$ cat config.mk
export PLATFORM = sky130hd
export DESIGN_NAME = lgct_front
export DESIGN_NICKNAME = d
export VERILOG_FILES = /design/src/hdl/lgct_pkg.sv /design/src/hdl/lgct_front.sv
export SDC_FILE = /design/constraint.sdc
export NUM_CORES = 1
export LEC_CHECK = 0
export ABC_AREA = 1
export BUFFER_PORTS_ARGS = -buffer_cell sky130_fd_sc_hd__buf_2
export CAP_MARGIN = 40
export CORE_MARGIN = 10
export CORE_UTILIZATION = 46
export CTS_BUF_LIST = sky130_fd_sc_hd__clkbuf_8
export DETAILED_ROUTE_END_ITERATION = 8
export PLACE_DENSITY = 0.89
export SYNTH_ARGS = -nofsm -noshare
export SYNTH_HDL_FRONTEND = slang
export SYNTH_SLANG_ARGS = --single-unit
$ cat constraint.sdc
create_clock -name clk -period 14.3 [get_ports clk]
set_clock_uncertainty 0.2 [all_clocks]
set_input_delay 2.86 -clock clk [delete_from_list [all_inputs] [get_ports clk]]
set_output_delay 2.86 -clock clk [all_outputs]
set_load 0.1 [all_outputs]
$ cat src/hdl/lgct_pkg.sv
// ----------------------------------------------------------------------------
// lgct_pkg
// Types and constants shared by the linear gradient color tint block.
// ----------------------------------------------------------------------------
package lgct_pkg;

  localparam int CfgIdxW  = 3;
  localparam int CfgDataW = 32;
  localparam int PosW     = 16;
  localparam int DeltaW   = PosW + 1;
  localparam int GradW    = 32;
  localparam int ProdW    = DeltaW + GradW;
  localparam int SumW     = ProdW + 1;
  localparam int ChanW    = 8;
  localparam int TW       = 17;
  localparam int TShift   = 12;
  localparam logic [TW-1:0] TOne = TW'(65536);

  typedef enum logic [1:0] {
    MODE_NONE   = 2'd0,
    MODE_CONST  = 2'd1,
    MODE_LINEAR = 2'd2,
    MODE_LOCAL  = 2'd3
  } mode_t;

  typedef enum logic [CfgIdxW-1:0] {
    CFG_MODE        = 3'd0,
    CFG_START_X     = 3'd1,
    CFG_START_Y     = 3'd2,
    CFG_GRAD_X      = 3'd3,
    CFG_GRAD_Y      = 3'd4,
    CFG_COLOR_START = 3'd5,
    CFG_COLOR_END   = 3'd6
  } cfg_index_t;

  typedef enum logic [1:0] {
    KIND_PASS   = 2'd0,
    KIND_CONST  = 2'd1,
    KIND_LINEAR = 2'd2
  } kind_t;

  typedef struct packed {
    logic [ChanW-1:0] red;
    logic [ChanW-1:0] green;
    logic [ChanW-1:0] blue;
    logic [ChanW-1:0] alpha;
  } rgba_t;

  typedef struct packed {
    mode_t                    mode;
    logic signed [PosW-1:0]   start_x;
    logic signed [PosW-1:0]   start_y;
    logic signed [GradW-1:0]  grad_x;
    logic signed [GradW-1:0]  grad_y;
    rgba_t                    color_start;
    rgba_t                    color_end;
  } cfg_t;

  typedef struct packed {
    kind_t                    kind;
    logic signed [DeltaW-1:0] dx;
    logic signed [DeltaW-1:0] dy;
    rgba_t                    color;
  } item_t;

endpackage

$ cat src/hdl/lgct_front.sv
// ----------------------------------------------------------------------------
// lgct_front
// Input stage: takes a point transfer, classifies it by mode and forms the
// offsets from the gradient start.
// ----------------------------------------------------------------------------
module lgct_front import lgct_pkg::*; (
  input  logic                   clk,
  input  logic                   rst,
  input  cfg_t                   cfg,
  input  logic                   in_valid,
  output logic                   in_ready,
  input  logic signed [PosW-1:0] pos_x,
  input  logic signed [PosW-1:0] pos_y,
  input  rgba_t                  in_color,
  output logic                   item_valid,
  input  logic                   item_ready,
  output item_t                  item
);

  logic  valid;
  item_t item_next;

  assign in_ready   = !valid || item_ready;
  assign item_valid = valid;

  always_comb begin
    case (cfg.mode)
      MODE_NONE:   item_next.kind = KIND_PASS;
      MODE_CONST:  item_next.kind = KIND_CONST;
      default:     item_next.kind = KIND_LINEAR;
    endcase
    item_next.dx    = DeltaW'(pos_x) - DeltaW'(cfg.start_x);
    item_next.dy    = DeltaW'(pos_y) - DeltaW'(cfg.start_y);
    item_next.color = in_color;
  end

  always_ff @(posedge clk) begin
    if (rst) begin
      valid <= 1'b0;
    end else if (in_ready) begin
      valid <= in_valid;
    end
  end

  always_ff @(posedge clk) begin
    if (in_valid && in_ready) begin
      item <= item_next;
    end
  end

endmodule

==> metrics <==
status complete, no violations; drt drc 0; Crit path arrival time 3.50 ns; Pleak 3.12 nW; peak supply drop 61.3 uV; Yosys reg bits 69; Hold WC Path Type register to register; CTS tree built; max-capacitance violation count 0; GR Overflow Total 0; Reg2Reg Launch Point item_valid$_SDFFE_PP0N_; Layout Utilization 61.8%; post-cts gate resize count 0; final instance area 5470 sq um; Via-to-Cell Ratio 4.72; CTS Buffer Depth 2; die area 13400 sq um; first-pass GRT wire length 17900 um; crit path max fanout 2; CTS Sinks 69; CTS root buffer clkbuf_8; vias in the first global route 3909; Mean Syn Cell Area 8.27 sq um; Setup crit start item_ready; layout cells sized above 1 29.9%; Post-CTS Setup Inserts 0; DP Area 5230 sq um; Initial DRT Pass Iterations 4; FF-to-FF path depth 2; Die W 116 um; Tcrit/Tclk final 45.9%; area growth from synthesis to layout 29.4%; routed vias 3822; CP Class input port to output pin; Final Hold Fails 0; Worst-Margin Slew 0.861 ns; final setup fails 0; Skew-Pair Late Insertion Delay 0.33 ns; register area share after synthesis 48.8%; library cells used by synthesis 19; routability cong. 0.907; cell area after synthesis 4230 sq um; YS warnings 0; gr usage total 16.9%; Die H 116 um; element type at the critical path end output pin; wire per inst 14.5 um; largest net degree at the start of global routing 69; Reg clk slew, reported paths 0.08 ns; Mapped Cells 511; DP HPWL 9870 um; CTS buffer count 9; # H-tree levels 3; max frequency 152 MHz; power density cells 126 nW/um^2; initial drt markers 179; drt total wl 11700 um; Final min period 6.56 ns; syn_nets 775; hold wc startpoint item_valid$_SDFFE_PP0N_; Worst EP required 11.24 ns; core area 8850 sq um; Hold-fix buffers, CTS 0; starting density of the core 47.8%; I/O Pins 300; antenna viol nets, final 0; max-slew violations 0; Site Rows 34; Hold Path Depth 2; Slew HR 42.6%; Port Buffers 171; number of nets in the layout 957; Setup TNS Final 0 ns; initial antenna violation count 8; CP Launch Type input port; unrepaired setup endpoints after global routing no
-- through the flow --
stage                     hold WS [ns]  setup slack (ns)  power, W  instances
after detailed placement         0.322              7.73  0.000509        790
after CTS                        0.335              7.74  0.000696        806
after global placement           0.308              7.75  0.000503        790
after floorplan                   1.45              7.38  0.000458        511
after global routing             0.359              7.70  0.000722        807
final                            0.328              7.74  0.000688        810
-- cell usage after synthesis (all sizes together) --
master  number  area [sq um]
ha          32           400
inv        132           495
xor2         9          78.8
edfxtp      68          2040
fa           2          40.0
nor2        16          60.1
dfxtp        1          20.0
or2          3          21.3
nand2      189           732
clkbuf       1          3.75
xnor2        5          43.8
nor3         8          60.1
a21oi       22           110
nand3       23           120
-- layout by cell type (no fill, tap or decap), drive strengths merged --
cell,synthesis,routed
a21oi,22,22
buf,0,172
bufinv,0,2
clkbuf,1,9
clkinvlp,0,1
dfxtp,1,1
diode,0,4
edfxtp,68,68
fa,2,2
ha,32,32
inv,132,136
nand2,189,189
nand3,23,23
nor2,16,16
nor3,8,8
or2,3,3
xnor2,5,5
xor2,9,9
-- flip-flops by register name (all words and copies together), names as in the netlist --
name	flops
item	68
item_valid	1
-- logic make-up after synthesis --
group	after synthesis	synth area share (%)
simple gates	239	23.5
buf+inv	133	11.8
flops	69	48.8
fa+ha+maj	34	10.4
compound gates	22	2.60
xor+xnor	14	2.90
-- path summary, 6_finish.rpt --
check / to / slack [ns]
max: in_ready / 7.74
min: item_valid$_SDFFE_PP0N_ / 0.33
max reg2reg: item[54]$_DFFE_PP_ / 12.52
min reg2reg: item_valid$_SDFFE_PP0N_ / 0.33
-- final cells by class --
cell class,instances,area (sq um)
multi-input combinational,309,1680
fill,787,3380
sequential,69,2060
tap,108,135
clock inverter,7,105
timing repair buffer,172,863
antenna,4,10.0
clock buffer,9,124
inverter,132,495
-- layer usage --
layer / up-vias / track usage (%) / wire length (um)
met5: - / 0 / 45
met1: 1687 / 19.2 / 4750
met3: 18 / 8.01 / 1430
met4: 6 / 4.00 / 150
met2: 169 / 28.3 / 5350
li1: 1942 / - / -
-- power breakdown --
part	internal, W	switching [W]	total [W]
registers	0.000247	0.00000475	0.000251
logic	0.0000527	0.000200	0.000253
clock network	0.000101	0.0000831	0.000184
-- worst max-delay path, cell delays in order --
cell and delay, ns:
buf_2 0.08, inv_1 0.06, nand2_1 0.07, buf_2 0.43
Note: power is estimated with default switching activity, not from simulation.
