==> src/hdl/lgct_pkg.sv <==
// ----------------------------------------------------------------------------
// lgct_pkg
// Types and constants shared by the linear gradient color tint block.
// ----------------------------------------------------------------------------
package lgct_pkg;

  localparam int CfgIdxW  = 3;
  localparam int CfgDataW = 32;
  localparam int PosW     = 16;
  localparam int DeltaW   = PosW + 1;
  localparam int GradW    = 32;
  localparam int ProdW    = DeltaW + GradW;
  localparam int SumW     = ProdW + 1;
  localparam int ChanW    = 8;
  localparam int TW       = 17;
  localparam int TShift   = 12;
  localparam logic [TW-1:0] TOne = TW'(65536);

  typedef enum logic [1:0] {
    MODE_NONE   = 2'd0,
    MODE_CONST  = 2'd1,
    MODE_LINEAR = 2'd2,
    MODE_LOCAL  = 2'd3
  } mode_t;

  typedef enum logic [CfgIdxW-1:0] {
    CFG_MODE        = 3'd0,
    CFG_START_X     = 3'd1,
    CFG_START_Y     = 3'd2,
    CFG_GRAD_X      = 3'd3,
    CFG_GRAD_Y      = 3'd4,
    CFG_COLOR_START = 3'd5,
    CFG_COLOR_END   = 3'd6
  } cfg_index_t;

  typedef enum logic [1:0] {
    KIND_PASS   = 2'd0,
    KIND_CONST  = 2'd1,
    KIND_LINEAR = 2'd2
  } kind_t;

  typedef struct packed {
    logic [ChanW-1:0] red;
    logic [ChanW-1:0] green;
    logic [ChanW-1:0] blue;
    logic [ChanW-1:0] alpha;
  } rgba_t;

  typedef struct packed {
    mode_t                    mode;
    logic signed [PosW-1:0]   start_x;
    logic signed [PosW-1:0]   start_y;
    logic signed [GradW-1:0]  grad_x;
    logic signed [GradW-1:0]  grad_y;
    rgba_t                    color_start;
    rgba_t                    color_end;
  } cfg_t;

  typedef struct packed {
    kind_t                    kind;
    logic signed [DeltaW-1:0] dx;
    logic signed [DeltaW-1:0] dy;
    rgba_t                    color;
  } item_t;

endpackage

==> src/hdl/lgct_queue.sv <==
// ----------------------------------------------------------------------------
// lgct_queue
// Two-entry queue between the front and back parts.
// ----------------------------------------------------------------------------
module lgct_queue import lgct_pkg::*; (
  input  logic  clk,
  input  logic  rst,
  input  logic  wr_valid,
  output logic  wr_ready,
  input  item_t wr_item,
  output logic  rd_valid,
  input  logic  rd_ready,
  output item_t rd_item
);

  item_t       mem [2];
  logic        head;
  logic        tail;
  logic [1:0]  count;
  logic        push;
  logic        pop;

  assign wr_ready = (count != 2'd2);
  assign rd_valid = (count != 2'd0);
  assign rd_item  = mem[head];
  assign push     = wr_valid && wr_ready;
  assign pop      = rd_valid && rd_ready;

  always_ff @(posedge clk) begin
    if (rst) begin
      head  <= 1'b0;
      tail  <= 1'b0;
      count <= 2'd0;
    end else begin
      if (push) begin
        tail <= !tail;
      end
      if (pop) begin
        head <= !head;
      end
      count <= count + 2'(push) - 2'(pop);
    end
  end

  always_ff @(posedge clk) begin
    if (push) begin
      mem[tail] <= wr_item;
    end
  end

endmodule

==> config.mk <==
export PLATFORM = sky130hd
export DESIGN_NAME = lgct_queue
export DESIGN_NICKNAME = d
export VERILOG_FILES = /design/src/hdl/lgct_pkg.sv /design/src/hdl/lgct_queue.sv
export SDC_FILE = /design/constraint.sdc
export NUM_CORES = 1
export LEC_CHECK = 0
export ABC_CLOCK_PERIOD_IN_PS = 2600
export BUFFER_PORTS_ARGS = -buffer_cell sky130_fd_sc_hd__buf_2
export CORE_MARGIN = 8
export CORE_UTILIZATION = 27
export DETAILED_ROUTE_END_ITERATION = 6
export PLACE_DENSITY_LB_ADDON = 0.1
export SLEW_MARGIN = 20
export SYNTH_ARGS = -nofsm -noshare
export SYNTH_HDL_FRONTEND = slang
export SYNTH_SLANG_ARGS = --single-unit
export TNS_END_PERCENT = 5
==> constraint.sdc <==
create_clock -name clk -period 2.6 [get_ports clk]
set_clock_uncertainty 0.2 [all_clocks]
set_input_delay 0.13 -clock clk [delete_from_list [all_inputs] [get_ports clk]]
set_output_delay 0.13 -clock clk [all_outputs]
set_load 0.01 [all_outputs]
==> metrics.md, run 1 <==
| Metric | Value |
|---|---|
| Outcome | `complete, no violations` |
| Row count | `51` |
| Non-filler instance count after layout | `748` |
| Sequential element share of the synthesized area | `0.797` |
| PD cells | `895 nW/µm²` |
| Clock Latency Late Sink | `0.42 ns` |
| Hold Fails Final Rpt | `0` |
| Fin crit period | `2.16 ns` |
| Initial antenna violation count | `0` |
| Width of the die | `155 µm` |
| Post-route setup TNS | `0 ns` |
| Fillers | `1834` |
| Post-route ant nets | `0` |
| Top_reg_cell synth | `edfxtp_1` |
| Int Power | `5170 µW` |
| Tot Pwr | `6870 µW` |
| Cells after Synth | `241` |
| Die area | `24200 µm²` |
| Routed vias | `2947` |
| Post-DP HPWL | `7410 µm` |
| Combinational power share | `0.192` |
| Layout overhead on the synthesized area | `46.4%` |
| Wire length per cell | `15.4 µm` |
| Switching Power | `1700 µW` |
| Antenna Diode Count | `0` |
| Part of the power in registers | `0.415` |
| Yosys cell types | `24` |
| Gr ovfl total | `0` |
| Number of synthesized flops with an enable pin | `136` |
| Vias in the first global route | `3229` |
| Hold WC Path Type | `in -> reg` |
| First-pass GRT wire length | `17600 µm` |
| Synth top area cells | `edfxtp_1, mux2_2, mux2_4, dfxtp_1, buf_6` |
| # clock sinks | `141` |
| Critical Path RT | `2.27 ns` |
| Clock power frac | `0.392` |
| Largest stage delay on the critical path | `0.55 ns` |
| DR DRC count | `0` |
| Cell taking the most area after synthesis | `edfxtp_1` |
| I/O pin count | `142` |
| Worst-Margin Slew | `0.412 ns` |
| Critical Path Start Type | `flip-flop` |
| Detailed Routing Iterations Pass 1 | `4` |
| Post-CTS Repair Setup Buffers | `0` |
| Worst setup EP type | `output port` |
| Final wirelength | `11500 µm` |
| Initial Util | `0.272` |
| DRT iter0 DRCs | `110` |
| GRT Total Usage | `0.0983` |
| Final RePlAce weighted congestion | `0.649` |
| Max H-tree Level | `4` |
| Placed insts | `645` |
| CTS Buffer Depth | `2` |
| Crit path kind | `reg -> out` |
| Max_cap viols | `0` |
| CTS root buf | `clkbuf_16` |
| Synthesized area | `5250 µm²` |
| Critical Path Slowest Stage Cell | `dfxtp_4` |
| Vias/cell | `3.94` |
| Die Ht | `155 µm` |
| CP Cell Sequence | `buf_4 -> mux2_2 -> buf_2` |
| Clock transition at the registers of the reported paths | `0.06 ns` |
| Setup violations, final | `0` |
| Fin nets | `543` |
| CTS tree | `built` |
| Final period utilization | `0.832` |
| Core ar. | `19300 µm²` |
| Share of flip-flops with an asynchronous set or reset | `0` |
| Leak | `0.00291 µW` |
| Syn nets | `314` |
| Synth top area share | `0.778` |
| Fin. max-slew vios | `0` |
| Avg Cell Area, Syn | `21.8 µm²` |
| Worst Path Max Fanout | `21` |
| WP data arrival | `1.83 ns` |
| F_max | `0.462 GHz` |
| Sw frac | `0.247` |
| Yosys warns | `0` |
| Num CTS Buffers | `17` |
| PortBufs | `141` |
| Pin count of the biggest net entering global routing | `36` |
| Synthesized flop and latch total | `141` |
| Max VDD drop | `0.437 mV` |
| Slew Limit Headroom | `0.725` |
| Unrepaired setup endpoints after global routing | `no` |
| Share of layout cells above drive strength 1 | `0.524` |
[synthesized netlist by cell type (2+ instances only)]
library cell	count
nor2b_1	2
mux2_2	48
buf_6	4
mux2_4	20
dfxtp_1	5
edfxtp_1	136
o21ai_0	2
and3_1	2
nor2_1	4
buf_2	4
[worst max-delay path: cells and delay by family, from the launching register on]
family,cells,cell delay [ns]
buffers and inverters,2,0.47
DFF,1,0.55
muxes,1,0.37
[layout by cell type (no fill, tap or decap), drive strengths merged]
| cell | n |
|---|---|
| buf | 147 |
| nor2b | 2 |
| a21oi | 1 |
| clkinv | 3 |
| xor2 | 1 |
| bufinv | 5 |
| dlygate4sd3 | 71 |
| dfxtp | 5 |
| inv | 6 |
| edfxtp | 136 |
| nor4bb | 1 |
| nand3b | 1 |
| o21ai | 2 |
| or2 | 1 |
| ha | 1 |
| nor3 | 1 |
| clkinvlp | 1 |
| o21ba | 1 |
| clkbuf | 18 |
| mux2 | 68 |
| o31a | 1 |
| nand3 | 1 |
| nor2 | 4 |
| nor4 | 1 |
| nand2b | 1 |
| a21bo | 1 |
| and3 | 2 |
[metal layers]
layer | share of wire | vias up | GRT usage | wire length, µm
met1 | 0.42 | 1425 | 0.108 | 4870
met4 | 0.016 | 0 | 0.0444 | 187
met5 | 0 | - | 0 | 0
met2 | 0.49 | 94 | 0.159 | 5630
li1 | - | 1413 | - | -
met3 | 0.073 | 15 | 0.0463 | 846
[logic make-up after synthesis]
| kind of cell | synth area share |
|---|---|
| AND/OR/NAND/NOR | 0.0174 |
| buffers and inverters | 0.0131 |
| multiplexers | 0.160 |
| AO/OA/AOI/OAI | 0.00834 |
| adder cells (fa/ha/maj) | 0.00238 |
| XOR/XNOR | 0.00167 |
| flip-flops | 0.797 |
[stage by stage]
step / hold slack [ns] / instance area, µm² / util / setup slack, ns
3_3_place_gp: 0.117 / 6310 / 0.328 / 0.677
4_1_cts: 0.193 / 7680 / 0.399 / 0.363
5_1_grt: 0.203 / 7680 / 0.399 / 0.309
3_5_place_dp: 0.121 / 6310 / 0.328 / 0.648
6_report: 0.225 / 7680 / 0.399 / 0.437
2_1_floorplan: -0.000934 / 5250 / - / -0.0677
[sequential cells by signal, indices dropped and copies added (netlist names), named ones only]
signal	flops
head	1
mem	136
tail	1
count	2
[area by class of cell]
class	instances	area, µm²	share of cell area
Clock buffer	18	429	0.0558
Tap cell	265	332	0.0431
Timing Repair Buffer	218	1500	0.195
Sequential cell	141	4190	0.545
Multi-Input combinational cell	91	1000	0.130
Inverter	1	5.00	0.000651
Clock inverter	14	230	0.0300
[repair_timing]
item / CTS / global route
hold buffers: 71 / 0
endpoints found under the hold margin: 141 / 0
gates resized for setup: 0 / 0
[path summary, 6_finish.rpt]
| path | startpoint | end | slack [ns] | depth (start not counted) |
|---|---|---|---|---|
| min | wr_item[35] | mem[0][35] | 0.22 | 2 |
| max reg2reg | count[0] | mem[0][57] | 0.66 | 4 |
| max | flip-flop | rd_item[38] | 0.44 | 3 |
| min reg2reg | head | head | 0.31 | 2 |
[power groups by stage]
stage / Combinational [µW] / Sequential (µW) / Clock [µW]
final: 1320 / 2860 / 2700
after global routing: 1440 / 2880 / 2870
after CTS: 1370 / 2860 / 2790
after detailed placement: 1280 / 2910 / 0
after global placement: 1280 / 2900 / 0
after floorplan: 820 / 2860 / 0
(Power assumes the default switching activity.)
==> inputs of run 2 (changes only) <==
--- a/config.mk
+++ b/config.mk
@@ -5,7 +5,7 @@
 export SDC_FILE = /design/constraint.sdc
 export NUM_CORES = 1
 export LEC_CHECK = 0
-export ABC_CLOCK_PERIOD_IN_PS = 2600
+export ABC_CLOCK_PERIOD_IN_PS = 2070
 export BUFFER_PORTS_ARGS = -buffer_cell sky130_fd_sc_hd__buf_2
 export CORE_MARGIN = 8
 export CORE_UTILIZATION = 27
==> constraint.sdc (replaced) <==
create_clock -name clk -period 2.07 [get_ports clk]
set_clock_uncertainty 0.2 [all_clocks]
set_input_delay 0.1035 -clock clk [delete_from_list [all_inputs] [get_ports clk]]
set_output_delay 0.1035 -clock clk [all_outputs]
set_load 0.01 [all_outputs]
==> metrics.md, run 2 (synthesized netlist as in run 1, its figures left out) <==
| Metric | Value |
|---|---|
| Outcome | `complete, no violations` |
| Non-filler instance count after layout | `748` |
| CTS root buf | `clkbuf_16` |
| CTS tree | `built` |
| Setup violations, final | `0` |
| Critical Path Start Type | `flip-flop` |
| Fin nets | `543` |
| Max H-tree Level | `4` |
| Detailed Routing Iterations Pass 1 | `3` |
| Critical Path RT | `1.77 ns` |
| Largest register FFs | `136` |
| Fin. max-slew vios | `0` |
| Worst setup EP type | `output port` |
| Hold WS | `0.208 ns` |
| F_max | `0.489 GHz` |
| PD cells | `1080 nW/µm²` |
| Crit path kind | `reg -> out` |
| Worst-Margin Slew | `0.363 ns` |
| Die Ht | `155 µm` |
| WP buf/inv | `2` |
| Tot Pwr | `8350 µW` |
| Clock Latency Late Sink | `0.41 ns` |
| Antenna Diode Count | `0` |
| CTS Buffer Depth | `2` |
| Placed insts | `645` |
| Commonest cells after routing, fill and taps aside | `edfxtp_1, buf_2, dlygate4sd3_1` |
| Vias/cell | `4.03` |
| Largest stage delay on the critical path | `0.50 ns` |
| Pin count of the biggest net entering global routing | `41` |
| GRT Total Usage | `0.0982` |
| CP Cell Sequence | `buf_16 -> mux2_2 -> buf_2` |
| Routed vias | `3013` |
| Post-route ant nets | `0` |
| Post-DP HPWL | `7310 µm` |
| Leak | `0.00291 µW` |
| # clock sinks | `141` |
| Num CTS Buffers | `17` |
| Most common cell after layout, fill and taps aside | `edfxtp_1` |
| First-pass GRT wire length | `17900 µm` |
| Initial antenna violation count | `0` |
| Fin crit period | `2.04 ns` |
| Vias in the first global route | `3367` |
| Core ar. | `19300 µm²` |
| Final RePlAce weighted congestion | `0.627` |
| Initial Util | `0.272` |
| DR DRC count | `0` |
| Biggest register | `mem` |
| Critical Path Slowest Stage Cell | `dfxtp_4` |
| Final period utilization | `0.988` |
| WP data arrival | `1.74 ns` |
| Biggest regs | `mem: 136 flops, count: 2 flops` |
| Worst Path Max Fanout | `36` |
| Unrepaired setup endpoints after global routing | `yes` |
| Max_cap viols | `0` |
| Final worst slack | `0.0258 ns` |
| Dpl ws | `0.288 ns` |
| Final wirelength | `11500 µm` |
| PortBufs | `141` |
| Gr ovfl total | `0` |
| CP delay by family, top | `flip-flops` |
| Width of the die | `155 µm` |
| Wire length per cell | `15.4 µm` |
| Slew Limit Headroom | `0.755` |
| Die area | `24200 µm²` |
| Hold WC Path Type | `in -> reg` |
| DRT iter0 DRCs | `79` |
| Share of layout cells above drive strength 1 | `0.532` |
| Max VDD drop | `0.545 mV` |
| Hold Fails Final Rpt | `0` |
| I/O pin count | `142` |
| Layout overhead on the synthesized area | `47.3%` |
| Row count | `51` |
| Clock transition at the registers of the reported paths | `0.06 ns` |
## run 2: layer usage
metal	vias up	global-route usage	wire, µm
met5	-	0	0
met4	0	0.0374	158
met3	13	0.0485	866
met2	84	0.165	5770
met1	1496	0.105	4740
li1	1420	-	-
## run 2: power by group
| group | internal [µW] | switching [µW] |
|---|---|---|
| Clock | 1690 | 1270 |
| Sequential | 3470 | 112 |
| Combinational | 970 | 828 |
| Total | 6130 | 2210 |
## run 2: worst reg2reg max path, stage by stage (launching register included)
cell and delay (ns):
dfxtp_2 0.39, nor2b_1 0.25, o21ba_2 0.17, nor2_1 0.04, ha_1 0.19, nor4_1 0.36
nor3_2 0.08
## run 2: final cells by class
cell class	instances	area (µm²)
Inverter	1	7.51
Fill cell	1836	11500
Sequential cell	141	4190
Clock inverter	15	151
Multi-Input combinational cell	91	1020
Clock buffer	17	425
Tap cell	265	332
Timing Repair Buffer	218	1610
## run 2: final timing paths
kind,start,end,cells after the start,slack [ns]
setup reg to reg,count[1],count[1],6,0.27
hold / removal,wr_item[63],mem[0][63],2,0.21
setup / recovery,flip-flop,rd_item[4],3,0.03
hold reg to reg,head,head,2,0.31
## run 2: timing repair
action,CTS,global route
buffers inserted,0,0
endpoints found under the hold margin,141,0
hold buffers,71,0
gates resized for setup,4,10
setup endpoints to repair,28,36
## run 2: stage by stage
| stage | util | area (µm²) | setup TNS, ns |
|---|---|---|---|
| global placement | 0.330 | 6360 | 0 |
| finish | 0.401 | 7730 | 0 |
| detailed placement | 0.330 | 6360 | 0 |
| global route | 0.401 | 7730 | -0.899 |
| CTS | 0.398 | 7670 | -0.516 |
| floorplan | - | 5270 | -10.04 |
==> inputs of run 3 (changes only) <==
--- a/config.mk
+++ b/config.mk
@@ -8,10 +8,10 @@
 export ABC_CLOCK_PERIOD_IN_PS = 2070
 export BUFFER_PORTS_ARGS = -buffer_cell sky130_fd_sc_hd__buf_2
 export CORE_MARGIN = 8
-export CORE_UTILIZATION = 27
+export CORE_UTILIZATION = 51
 export DETAILED_ROUTE_END_ITERATION = 6
 export PLACE_DENSITY_LB_ADDON = 0.1
-export SLEW_MARGIN = 20
+export RECOVER_POWER = 25
 export SYNTH_ARGS = -nofsm -noshare
 export SYNTH_HDL_FRONTEND = slang
 export SYNTH_SLANG_ARGS = --single-unit
==> metrics.md, run 3 (synthesized netlist as in run 1, its figures left out) <==
| Metric | Value |
|---|---|
| Row count | `37` |
| Final wirelength | `10200 µm` |
| Vias/cell | `4.77` |
| Hold WS | `0.114 ns` |
| Routed vias | `2988` |
| CTS root buf | `clkbuf_8` |
| PortBufs | `141` |
| Unrepaired setup endpoints after global routing | `no` |
| Num CTS Buffers | `17` |
| Final core utilization | `0.744` |
| Die area | `13800 µm²` |
| Pin count of the biggest net entering global routing | `37` |
| Post-route ant nets | `0` |
| Max_cap viols | `0` |
| DRT iter0 DRCs | `162` |
| Leak | `0.00286 µW` |
| Max H-tree Level | `4` |
| Critical Path Start Type | `flip-flop` |
| Max VDD drop | `0.618 mV` |
| Setup violations, final | `0` |
| WP data arrival | `1.67 ns` |
| Hold Fails Final Rpt | `0` |
| Gr ovfl total | `0` |
| Placed insts | `519` |
| Post-DP HPWL | `6570 µm` |
| Width of the die | `117 µm` |
| PD cells | `1100 nW/µm²` |
| Antenna Diode Count | `0` |
| Clock transition at the registers of the reported paths | `0.06 ns` |
| I/O pin count | `142` |
| Vias in the first global route | `3389` |
| Critical Path RT | `1.77 ns` |
| Worst-Margin Slew | `0.348 ns` |
| M1 GR Usage | `0.147` |
| CTS Buffer Depth | `2` |
| Crit path kind | `reg -> out` |
| Slew Limit Headroom | `0.765` |
| Post-CTS Resized | `0` |
| CTS tree | `built` |
| Largest stage delay on the critical path | `0.45 ns` |
| First-pass GRT wire length | `16300 µm` |
| Biggest register | `mem` |
| Most common cell after layout, fill and taps aside | `edfxtp_1` |
| Post-route setup TNS | `0 ns` |
| Layout overhead on the synthesized area | `43.7%` |
| Min-delay src | `wr_item[5]` |
| Share of layout cells above drive strength 1 | `0.480` |
| GRT Total Usage | `0.150` |
| Critical Path Slowest Stage Cell | `dfxtp_4` |
| F_max | `0.506 GHz` |
| Fin. max-slew vios | `0` |
| Fillers | `646` |
| DR DRC count | `0` |
| # clock sinks | `141` |
| Met2 Usage GRT | `0.274` |
| GRT busiest layer | `met2` |
| Outcome | `complete, no violations` |
| Final RePlAce weighted congestion | `0.714` |
| Largest register FFs | `136` |
| Initial Util | `0.518` |
| Worst setup EP type | `output port` |
| Final period utilization | `0.955` |
| Core ar. | `10100 µm²` |
| Tot Pwr | `8310 µW` |
| Clock Latency Late Sink | `0.51 ns` |
| CP Cell Sequence | `buf_12 -> mux2_2 -> buf_2` |
| Worst Path Max Fanout | `20` |
| Detailed Routing Iterations Pass 1 | `4` |
| Wire length per cell | `16.3 µm` |
| Initial antenna violation count | `0` |
| Commonest cells after routing, fill and taps aside | `edfxtp_1, buf_2, dlygate4sd3_1` |
| Global Route met3 Usage | `0.0523` |
| Hold WC Path Type | `in -> reg` |
| Biggest regs | `mem: 136 flops, count: 2 flops` |
| Fin crit period | `1.98 ns` |
| Fin nets | `550` |
| Worst R2R Start | `count[1]` |
| Non-filler instance count after layout | `626` |
| Die Ht | `117 µm` |
## run 3: cell types whose count changed in the layout (fill, tap and decap cells not counted), sizes merged
cell    before  now
clkbuf      17   42
buf        147  131
inv          8    0
bufinv       1    4
clkinv       4    7
## run 3: final timing paths
path	slack, ns	endpoint	cells after the start
setup / recovery	0.09	rd_item[17]	3
hold / removal	0.11	mem[1][5]	2
setup reg to reg	0.30	count[1]	6
hold reg to reg	0.31	head	2
## run 3: through the flow
stage,setup slack [ns],instance area (µm²)
finish,0.0934,7540
global route,0.0379,7540
CTS,0.0649,7570
detailed placement,0.316,6240
global placement,0.396,6240
floorplan,-0.148,5270
## run 3: layer usage
layer / routed length [µm] / vias to the layer above / share of wire
met4: 265 / 0 / 0.026
met3: 605 / 26 / 0.059
met5: 0 / - / 0
met1: 3940 / 1435 / 0.39
li1: - / 1432 / -
met2: 5410 / 95 / 0.53
## run 3: final cells by class
class / count / area [µm²] / area share
clock buffer: 19 / 422 / 0.0559
clock inverter: 13 / 173 / 0.0229
inverter: 1 / 7.51 / 0.000995
multi-input combinational: 91 / 1010 / 0.134
sequential: 141 / 4190 / 0.555
tap: 136 / 170 / 0.0226
timing repair buffer: 225 / 1570 / 0.208
## run 3: power by group
group / internal [µW] / total [µW] / switching, µW / leakage [µW]
sequential: 3470 / 3570 / 102 / 0.00131
combinational: 949 / 1760 / 812 / 0.00126
clock: 1940 / 2980 / 1040 / 0.000282
## run 3: critical path, delay by kind of cell, from the launching register on
kind                   cells  cell delay (ns)
buffers and inverters      2             0.35
DFF                        1             0.45
muxes                      1             0.36
## run 3: what timing repair did
item,4_1_cts,5_1_grt
setup buffers,4,0
hold buffers,71,0
endpoints found under the setup margin,39,0
hold endpoints to repair,146,0
